## config.mk

```make
export PLATFORM = sky130hd
export DESIGN_NAME = tdma_slot_role_scheduler_unit
export DESIGN_NICKNAME = d
export VERILOG_FILES = /design/src/hw/rtl/tsrs_pkg.sv /design/src/hw/rtl/tsrs_beacon.sv /design/src/hw/rtl/tsrs_role.sv /design/src/hw/rtl/tdma_slot_role_scheduler_unit.sv
export SDC_FILE = /design/constraint.sdc
export NUM_CORES = 1
export LEC_CHECK = 0
export ABC_AREA = 1
export BUFFER_PORTS_ARGS = -buffer_cell sky130_fd_sc_hd__buf_2
export CORE_MARGIN = 5
export CORE_UTILIZATION = 30
export CTS_CLUSTER_DIAMETER = 50
export DETAILED_ROUTE_END_ITERATION = 8
export GPL_TIMING_DRIVEN = 0
export SLEW_MARGIN = 20
export SYNTH_ARGS = -nofsm -noshare
export SYNTH_HDL_FRONTEND = slang
export SYNTH_HIERARCHICAL = 1
export SYNTH_SLANG_ARGS = --single-unit
```

## constraint.sdc

```tcl
create_clock -name clock -period 14.52 [get_ports clock]
set_clock_uncertainty 0.1 [all_clocks]
set_input_delay 1.452 -clock clock [delete_from_list [all_inputs] [get_ports clock]]
set_output_delay 1.452 -clock clock [all_outputs]
set_load 0.01 [all_outputs]
```

## src/hw/rtl/tsrs_pkg.sv

```systemverilog
// Package for the TDMA slot role scheduler: item types, role codes and lookup tables.
`default_nettype none

package tsrs_pkg;

   // Frame length in slots, 12 to 256
   localparam int FRAME_SLOTS = 48;

   localparam int CYCLE_SLOTS = 12;
   localparam int HALF_SLOTS  = 6;

   // Role codes
   localparam logic [1:0] ROLE_RF       = 2'd0;
   localparam logic [1:0] ROLE_PAGING   = 2'd1;
   localparam logic [1:0] ROLE_RESPONSE = 2'd2;
   localparam logic [1:0] ROLE_UNUSED   = 2'd3;

   // Divide by nine: floor(id * DIV9_RECIP / 2^DIV9_SHIFT) is exact for 16-bit ids
   localparam logic [16:0] DIV9_RECIP = 17'd58255;
   localparam int          DIV9_SHIFT = 19;

   typedef struct packed {
      logic [7:0]  current_slot;
      logic [15:0] station_id;
   } req_type;

   typedef struct packed {
      logic [1:0] slot_role;
      logic [7:0] beacon_slot;
   } rsp_type;

   typedef logic [255:0][7:0] base_table_type;
   typedef logic [255:0][3:0] pos_table_type;

   // (12 * q) mod FRAME_SLOTS for every 8-bit q
   function automatic base_table_type build_base_table();
      base_table_type tbl;
      logic [8:0]     acc;
      acc = 9'd0;
      for (int i = 0; i < 256; i++) begin
         tbl[i] = acc[7:0];
         acc = acc + 9'(CYCLE_SLOTS);
         if (acc >= 9'(FRAME_SLOTS)) begin
            acc = acc - 9'(FRAME_SLOTS);
         end
      end
      return tbl;
   endfunction

   // Position 1..12 within the 12-slot cycle for every 8-bit slot number
   function automatic pos_table_type build_pos_table();
      pos_table_type tbl;
      logic [3:0]    acc;
      acc = 4'(CYCLE_SLOTS);
      for (int i = 0; i < 256; i++) begin
         tbl[i] = acc;
         acc = (acc == 4'(CYCLE_SLOTS)) ? 4'd1 : acc + 4'd1;
      end
      return tbl;
   endfunction

   localparam base_table_type BEACON_BASE = build_base_table();
   localparam pos_table_type  SLOT_POS    = build_pos_table();

endpackage

`default_nettype wire

```

## src/hw/rtl/tsrs_beacon.sv

```systemverilog
// Beacon slot of a station: id mod 9 and id / 9 by reciprocal, then reduced to the frame.
`default_nettype none

module tsrs_beacon (
   input  wire logic [15:0] station_id,
   output logic [7:0]       beacon_slot
);
   import tsrs_pkg::*;

   logic [32:0] prod;
   logic [12:0] quot;
   logic [16:0] rem_wide;
   logic [3:0]  rem;
   logic [3:0]  b;
   logic [7:0]  q8;
   logic [8:0]  sum;

   // Quotient and remainder by nine
   assign prod     = 33'(station_id) * 33'(DIV9_RECIP);
   assign quot     = prod[DIV9_SHIFT +: 13];
   assign rem_wide = 17'(station_id) - 17'(quot) * 17'd9;
   assign rem      = rem_wide[3:0];

   // Offset within the cycle: zero maps to ten, then five and up move by one
   always_comb begin
      if (rem == 4'd0) begin
         b = 4'd10;
      end else if (rem >= 4'd5) begin
         b = rem + 4'd1;
      end else begin
         b = rem;
      end
   end

   // Cycle number, one less when the offset wrapped past the cycle end
   assign q8 = (b == 4'd10 && quot[7:0] != 8'd0) ? quot[7:0] - 8'd1 : quot[7:0];

   // Base is already below the frame length; the offset is below it too
   assign sum = 9'(BEACON_BASE[q8]) + 9'(b);
   assign beacon_slot = (sum >= 9'(FRAME_SLOTS)) ? 8'(sum - 9'(FRAME_SLOTS)) : sum[7:0];

endmodule

`default_nettype wire

```

## src/hw/rtl/tsrs_role.sv

```systemverilog
// Slot role decision and the two force flags of the paging and response halves.
`default_nettype none

module tsrs_role (
   input  wire logic             clock,
   input  wire logic             reset,
   input  wire logic             load,
   input  wire tsrs_pkg::req_type item,
   input  wire logic [7:0]       beacon_slot,
   output logic [1:0]            slot_role
);
   import tsrs_pkg::*;

   logic       paging_forced_ff, paging_forced_in;
   logic       response_forced_ff, response_forced_in;
   logic [3:0] pos;
   logic       paging_half;
   logic [2:0] half_pos;
   logic       flag;
   logic       hit;
   logic       forced_grant;
   logic       grant;
   logic       collide_set;

   // Position within the half
   assign pos         = SLOT_POS[item.current_slot];
   assign paging_half = (pos <= 4'(HALF_SLOTS));
   assign half_pos    = paging_half ? pos[2:0] : 3'(pos - 4'(HALF_SLOTS));
   assign flag        = paging_half ? paging_forced_ff : response_forced_ff;

   // Match, forced grant at the last position, collision with the beacon
   assign hit = (half_pos == 3'd5 && item.station_id[1:0] == 2'd0) ||
                (half_pos == {1'b0, item.station_id[1:0]});
   assign forced_grant = (half_pos == 3'(HALF_SLOTS)) && flag;
   assign collide_set  = !forced_grant && hit && (item.current_slot == beacon_slot);
   assign grant        = forced_grant || (hit && item.current_slot != beacon_slot);

   assign slot_role = !grant ? ROLE_RF : (paging_half ? ROLE_PAGING : ROLE_RESPONSE);

   // Flag updates: collision sets own half, grant clears the other half
   always_comb begin
      paging_forced_in   = paging_forced_ff;
      response_forced_in = response_forced_ff;
      if (paging_half) begin
         if (collide_set) paging_forced_in = 1'b1;
         if (grant) response_forced_in = 1'b0;
      end else begin
         if (collide_set) response_forced_in = 1'b1;
         if (grant) paging_forced_in = 1'b0;
      end
   end

   always_ff @(posedge clock) begin
      if (reset) begin
         paging_forced_ff   <= 1'b0;
         response_forced_ff <= 1'b0;
      end else if (load) begin
         paging_forced_ff   <= paging_forced_in;
         response_forced_ff <= response_forced_in;
      end
   end

   // A paging grant leaves the response flag clear
   a_paging_clears: assert property (@(posedge clock) disable iff (reset)
      load && slot_role == ROLE_PAGING |=> !response_forced_ff)
      else $error("paging grant did not clear response flag");

   // A response grant leaves the paging flag clear
   a_response_clears: assert property (@(posedge clock) disable iff (reset)
      load && slot_role == ROLE_RESPONSE |=> !paging_forced_ff)
      else $error("response grant did not clear paging flag");

   // A cancelled match never grants and always arms its half
   a_collision: assert property (@(posedge clock) disable iff (reset)
      load && collide_set |-> slot_role == ROLE_RF ##1
      (paging_forced_ff || response_forced_ff))
      else $error("beacon collision handled wrongly");

endmodule

`default_nettype wire

```

## src/hw/rtl/tdma_slot_role_scheduler_unit.sv

```systemverilog
// Top level of the TDMA slot role scheduler: input register, decision logic, result register.
// The block takes one slot tick per cycle unless rsp_ready stalls it and returns one result
// per tick, in order: slot role (RF, paging request, response) and the station's beacon slot
// within the frame. An accepted tick moves from the input register to the result register,
// which drives rsp_valid, once the result side is free; the sustained rate is one item per
// clock when not stalled, set by the single pass between the two registers, where one 17 by
// 16 bit multiplier divides the station id by nine. Ticks are decided in acceptance order, so
// the force flags always reflect every earlier tick. No clearing pass follows reset.
`default_nettype none

module tdma_slot_role_scheduler_unit (
   input  wire logic              clock,
   input  wire logic              reset,
   input  wire logic              req_valid,
   output logic                   req_ready,
   input  wire tsrs_pkg::req_type req_payload,
   output logic                   rsp_valid,
   input  wire logic              rsp_ready,
   output tsrs_pkg::rsp_type      rsp_payload
);
   import tsrs_pkg::*;

   logic       in_valid_ff;
   req_type    in_item_ff;
   logic       rsp_valid_ff;
   rsp_type    rsp_item_ff;
   logic       out_free;
   logic       advance;
   logic [7:0] beacon_slot;
   logic [1:0] slot_role;

   // Handshake: the input stage moves whenever the result register is free
   assign out_free  = !rsp_valid_ff || rsp_ready;
   assign advance   = in_valid_ff && out_free;
   assign req_ready = !in_valid_ff || out_free;

   tsrs_beacon u_beacon (
      .station_id  (in_item_ff.station_id),
      .beacon_slot (beacon_slot)
   );

   tsrs_role u_role (
      .clock       (clock),
      .reset       (reset),
      .load        (advance),
      .item        (in_item_ff),
      .beacon_slot (beacon_slot),
      .slot_role   (slot_role)
   );

   // Valid bits
   always_ff @(posedge clock) begin
      if (reset) begin
         in_valid_ff  <= 1'b0;
         rsp_valid_ff <= 1'b0;
      end else begin
         if (req_ready) in_valid_ff <= req_valid;
         if (out_free) rsp_valid_ff <= in_valid_ff;
      end
   end

   // Payload registers
   always_ff @(posedge clock) begin
      if (req_valid && req_ready) in_item_ff <= req_payload;
      if (advance) begin
         rsp_item_ff.slot_role   <= slot_role;
         rsp_item_ff.beacon_slot <= beacon_slot;
      end
   end

   assign rsp_valid   = rsp_valid_ff;
   assign rsp_payload = rsp_item_ff;

   // Role code is always one of the three roles
   a_role_code: assert property (@(posedge clock) disable iff (reset)
      rsp_valid |-> rsp_payload.slot_role != ROLE_UNUSED)
      else $error("unused role code on output");

   // Beacon slot lies within the frame
   a_beacon_range: assert property (@(posedge clock) disable iff (reset)
      rsp_valid |-> 9'(rsp_payload.beacon_slot) < 9'(FRAME_SLOTS))
      else $error("beacon slot beyond frame");

   // An item leaving the input stage lands in the result register
   a_advance: assert property (@(posedge clock) disable iff (reset)
      advance |=> rsp_valid)
      else $error("item lost between stages");

endmodule

`default_nettype wire
```

Word level (Yosys, flattened, before mapping)
Memories as Yosys holds them, arrays and structs flattened. A register that Yosys moved wholly into a read port is not among the register bits.
Cells that the tools add are included.
{"block": "op_classes", "addsub": 6, "multipliers": 2, "order_cmp": 5, "eq_ne": 8, "muxes": 14, "reduce_logical": 22}
{"op": "multiplier 16 x 16 -> 32 bit, second input constant", "n": 1}
{"op": "2-to-1 mux 8 bit", "n": 4}
{"op": "< comparator 8 x 9 -> 1 bit, second input constant", "n": 2}
{"op": "multiplier 13 x 4 -> 4 bit, second input constant", "n": 1}
{"op": "2-to-1 mux 4 bit", "n": 3}
{"op": "adder 8 x 4 -> 9 bit", "n": 1}
{"op": "greater-or-equal comparator 9 x 6 -> 1 bit, second input constant", "n": 1}
{"op": "equality test 8 bit", "n": 1}
{"op": "logical AND 1 bit", "n": 8}
{"op": "!= test 8 bit", "n": 1}
{"op": "nonzero test 8 bit", "n": 1}
{"op": "subtractor 8 x 1 -> 8 bit, second input constant", "n": 1}
{"op": "subtractor 8 x 6 -> 8 bit, second input constant", "n": 1}
{"op": "equality test 3 bit, second input constant", "n": 2}
{"op": "AND reduction 3 bit", "n": 2}
{"op": "2-to-1 mux 1 bit", "n": 5}
{"op": "adder 4 x 1 -> 4 bit, second input constant", "n": 1}
{"op": "equality test 4 bit, second input constant", "n": 1}
{"op": "greater-or-equal comparator 4 x 3 -> 1 bit, second input constant", "n": 1}
{"op": "less-or-equal comparator 4 x 3 -> 1 bit, second input constant", "n": 1}
{"op": "logical NOT 4 bit", "n": 1}
{"op": "logical OR 1 bit", "n": 4}
{"op": "!= test 2 bit, second input constant", "n": 2}
{"op": "nonzero test 2 bit", "n": 2}
{"op": "7 further kinds", "n": 9}
{"block": "totals", "regBits": 38, "romBits": 3072, "inputBits": 28, "out_inout_bits": 12, "elab_cells": 67, "mem_count": 2}
{"memory": "(name not given)", "depth": 256, "width": 8, "read_ports": 1, "rd_clocked_by_memory_dff": 0, "wr": 0, "line": "tsrs_beacon.sv:39", "source": "assign sum = 9'(BEACON_BASE[q8]) + 9'(b);"}
{"memory": "(name not given)", "depth": 256, "width": 4, "read_ports": 1, "rd_clocked_by_memory_dff": 1, "wr": 0, "line": "tsrs_role.sv:26", "source": "assign pos = SLOT_POS[item.current_slot];"}

Longest topological paths before layout
{"block": "depth", "ltp_word": 19, "depth_mapped": 66, "ltp_nobuf": 66}

Hierarchy
Netlist, hierarchy kept.
{"module": "tsrs_beacon", "instances": 1, "cells_per_inst": 582, "area_each_um2": 4688.2, "seq_area_each_um2": 0.0}
{"module": "tdma_slot_role_scheduler_unit", "instances": 1, "cells_per_inst": 46, "area_each_um2": 1112.3, "seq_area_each_um2": 1061.0}
{"module": "tsrs_role", "instances": 1, "cells_per_inst": 126, "area_each_um2": 681.9, "seq_area_each_um2": 40.0}

Worst setup path before layout
Ideal clock, no wire load.
{"block": "synth_timing", "path_type": "flip-flop to flip-flop", "from": "reg in_item_ff[2] (netlist bit)", "to": "reg rsp_item_ff, in the netlist rsp_payload[8], data pin", "setup_ps": 253, "arrival_time_ps": 9378, "required_time_ps": 14167, "path_slack_ps": 4789, "path_stages_with_launch": 53, "path_buffers": 0, "synth_period_minus_slack_ps": 9731, "path_cell_list": "edfxtp_1 fa_1 ha_1 inv_1 fa_1 inv_1 fa_1 fa_1 inv_1 fa_1 inv_1 ha_1 nand2_1 nor2_1 inv_1 nor2_1 nor2_2 nand2_1 [... 17 more ...] inv_1 ha_1 fa_1 xnor2_1 ha_1 ha_1 nand3_1 nor2_2 nand3_4 nand3_1 nand2_1 xor2_1 nor4_1 nand2_1 inv_1 nand2_1 nand2_1 nor2_1"}
{"block": "synth_via", "elab_chain_len": 17, "word_cells_on_any_way": 22, "cone_classes": "add/sub: 5; mul: 2; order compare: 2; eq/ne: 2; mux: 5; reduce/logical: 5; memory: 1"}
{"item": "from (decl)", "line": "tdma_slot_role_scheduler_unit.sv:24", "source": "req_type in_item_ff;"}
{"item": "from (signal assigned)", "line": "tdma_slot_role_scheduler_unit.sv:64", "source": "if (req_valid && req_ready) in_item_ff <= req_payload;"}
{"item": "multiplier 16 x 16 -> 32 bit", "line": "tsrs_beacon.sv:19", "source": "assign prod = 33'(station_id) * 33'(DIV9_RECIP);"}
{"item": "multiplier 13 x 4 -> 4 bit", "line": "tsrs_beacon.sv:21", "source": "assign rem_wide = 17'(station_id) - 17'(quot) * 17'd9;"}
{"item": "subtractor 4 bit", "line": "tsrs_beacon.sv:21"}
{"item": "adder 4 x 1 -> 4 bit or greater-or-equal comparator 4 x 3 -> 1 bit (tied branches)", "line": "tsrs_beacon.sv:29, tsrs_beacon.sv:28"}
{"item": "2-to-1 mux 4 bit", "line": "tsrs_beacon.sv:28", "source": "end else if (rem >= 4'd5) begin"}
{"item": "2-to-1 mux 4 bit", "line": "tsrs_beacon.sv:26", "source": "if (rem == 4'd0) begin"}
{"item": "equality test 4 bit", "line": "tsrs_beacon.sv:36", "source": "assign q8 = (b == 4'd10 && quot[7:0] != 8'd0) ? quot[7:0] - 8'd1 : quot[7:0];"}
{"item": "logical AND 1 bit", "line": "tsrs_beacon.sv:36"}
{"item": "[... 2 more ...]"}
{"item": "2-to-1 mux 8 bit (not written as such)", "line": "tsrs_beacon.sv:39"}
{"item": "adder 8 x 4 -> 9 bit (*)", "line": "tsrs_beacon.sv:39"}
{"item": "subtractor 8 x 6 -> 8 bit or greater-or-equal comparator 9 x 6 -> 1 bit (tied branches)", "line": "tsrs_beacon.sv:40", "source": "assign beacon_slot = (sum >= 9'(FRAME_SLOTS)) ? 8'(sum - 9'(FRAME_SLOTS)) : sum[7:0];"}
{"item": "2-to-1 mux 8 bit (*)", "line": "tsrs_beacon.sv:40"}
{"item": "named net beacon_slot[4]", "line": "tdma_slot_role_scheduler_unit.sv:29", "source": "logic [7:0] beacon_slot;"}
{"item": "!= test 8 bit (*)", "line": "tsrs_role.sv:36", "source": "assign grant = forced_grant || (hit && item.current_slot != beacon_slot);"}
{"item": "logical AND 1 bit (*)", "line": "tsrs_role.sv:36"}
{"item": "logical OR 1 bit (*)", "line": "tsrs_role.sv:36"}
{"item": "to (decl)", "line": "tdma_slot_role_scheduler_unit.sv:26", "source": "rsp_type rsp_item_ff;"}
Mark *: on every way through the listed nets, which the timed path passes. The rest lies on a longest branch. The select of a mux whose other input is x is not followed.
A chain may end at the register's enable or synchronous reset.

Final worst setup path
{"block": "layout_timing", "from": "reg in_item_ff[2] (netlist bit)", "to": "reg rsp_item_ff, in the netlist rsp_payload[9], data pin"}
Same word-level chain as after synthesis.

==> metrics <==
status finished, final reports clean; CP peak stage delay 0.63 ns; IO Count 40; clock sink count 38; YS warnings 6; initial antenna violation count 0; die width 157 um; vias in the first global route 4885; final setup TNS 0 ns; Data arrival, critical path 10.75 ns; top_reg_cell synth edfxtp_1; clock buffer depth 2; DR vias 4683; Setup CP Type register to register; Fin. Hold Viols 0; EDFF count, synth 34; Final period util 0.745; layout cells sized above 1 0.142; post_cts resized 0; H-tree depth 2; placed wire-length estimate 11800 um; count of cell types in the netlist 41; DRT Pass-1 Iters 4; Area Growth Syn to Fin 11.4%; I/O Buffers 39; CP startpoint kind register; Worst Setup End Kind register; CTS tree built; CTS Buf Count 5; Syn Std Cell Area 0.00648 sq mm; R2R cell count 55; register bit total from synthesis 38; n_diodes 0; Max Fanout on Critical Path 9; final antenna-violating net count 0; average wire per standard cell 12.3 um; routability congestion estimate 0.870; die height 157 um; unrepaired setup endpoints after global routing false; Slew @ Worst Pin 0.989 ns; register area share after synthesis 0.170; Final setup viols 0; hold_buf cts 0; die area 0.0246 sq mm; Max Cap Viol 0; Routed WL 13300 um; CP max stage cell edfxtp_1; Mapped Avg Cell Area 8.60 sq um; hold crit path type register to register; Slew Viols, Final 0; core area 0.0212 sq mm; worst hold margin 0.363 ns; fmax 0.0925 GHz; global-route wire length before repair 22700 um; latest clock arrival within the worst-skew pair 0.29 ns; Min Clock Period, post-route 10.81 ns; Starting Density 0.306; gr usage total 0.113; DRC violations left 0; total gr overflow 0; cell mode on critical path inv_1; initial DRC count 168; final core utilization 0.341; DR vias/cell 4.35; hold path depth 2; largest net degree at the start of global routing 25; nets 1005; commonest non-fill, non-tap cell in the layout inv_1; Net Count, Synth 959; most frequent cells in the layout inv_1 (188), nand2_1 (107), ha_1 (104), fa_1 (73), nand3_1 (56); Relative slew margins 0.340; Reg clk slew, reported paths 0.06 ns; clk root buf clkbuf_16; Cells after Synth 754; floorplan row count 53; Post-CTS Setup Inserts 0; Async SR Flop Fraction 0; CP required 14.45 ns
==> worst max-delay path, delay by kind of cell (launching register included) <==
| kind | cells | cell delay (ns) |
|---|---|---|
| adders and majority gates | 13 | 4.66 |
| and+or+nand+nor | 22 | 2.35 |
| xor gates and xnor gates | 5 | 1.09 |
| buffers and inverters | 10 | 0.88 |
| AOI/OAI and AO/OA | 4 | 0.57 |
| muxes | 1 | 0.27 |
| DFF | 1 | 0.63 |
==> area by class of cell <==
cell class	count	area (sq um)
fillers	2156	13900
repair buffers	39	195
plain buffers	3	12.5
multi-input cells	513	4620
flip-flops and latches	38	1100
clock inverters	3	68.8
clock buffers	5	125
well taps	275	344
inverters	200	751
==> per-stage QoR <==
step	setup slack (ns)	instances	cell area [sq um]
after floorplan	4.79	754	6480
after global placement	3.84	1068	7020
after detailed placement	3.69	1068	7030
after CTS	3.65	1076	7220
after global routing	2.80	1076	7220
final	3.71	1076	7220
==> synth_stat cells, types with 3 or more instances <==
cell type	instances	area, sq um
a21o_1	6	45.0
nor3_1	5	25.0
nand2_2	18	113
ha_1	104	1300
nand2_1	107	402
inv_1	188	706
or2_2	3	18.8
nand2_4	5	56.3
dfxtp_1	4	80.1
nor2_2	3	18.8
nand4_1	5	31.3
a21oi_1	20	100
fa_1	73	1460
nand3_1	56	280
o21ai_0	6	30.0
edfxtp_1	34	1020
inv_2	12	45.0
nor2_1	34	128
xnor2_1	8	70.1
nand3_2	17	170
xor2_1	17	149
==> flip-flops by register name (all words and copies together) (netlist names) <==
| signal | cells |
|---|---|
| u_role/response_forced_ff | 1 |
| u_role/paging_forced_ff | 1 |
| in_item_ff | 24 |
| in_valid_ff | 1 |
| rsp_payload | 10 |
| rsp_valid | 1 |
==> per-layer routing <==
layer	up-vias	share of wire	GRT usage
met3	14	0.019	0.0107
met5	-	0	0
met4	0	0.015	0.0285
li1	2443	-	-
met2	46	0.49	0.201
met1	2180	0.47	0.149
==> path summary, 6_finish.rpt <==
check / slack (ns) / to / startpoint
worst min-delay path: 0.36 / u_role/response_forced_ff / u_role/response_forced_ff
worst max register to register: 3.71 / rsp_payload[9] / in_item_ff[2]
worst max-delay path: 3.71 / rsp_payload[9] / in_item_ff[2]
worst min register to register: 0.36 / u_role/response_forced_ff / u_role/response_forced_ff
==> cell families (layout without fill, tap and decap cells) <==
family / after synthesis / in the layout / synth area share
AND/OR/NAND/NOR: 264 / 264 / 0.208
multiplexers: 1 / 1 / 0.00154
adder cells (fa/ha/maj): 177 / 177 / 0.426
AO/OA/AOI/OAI: 46 / 46 / 0.0432
XOR/XNOR: 25 / 25 / 0.0338
buffers and inverters: 203 / 250 / 0.118
flip-flops: 38 / 38 / 0.170
Power is not shown: default switching activity piles up to over one toggle a cycle in this logic, so the estimate is an artifact.
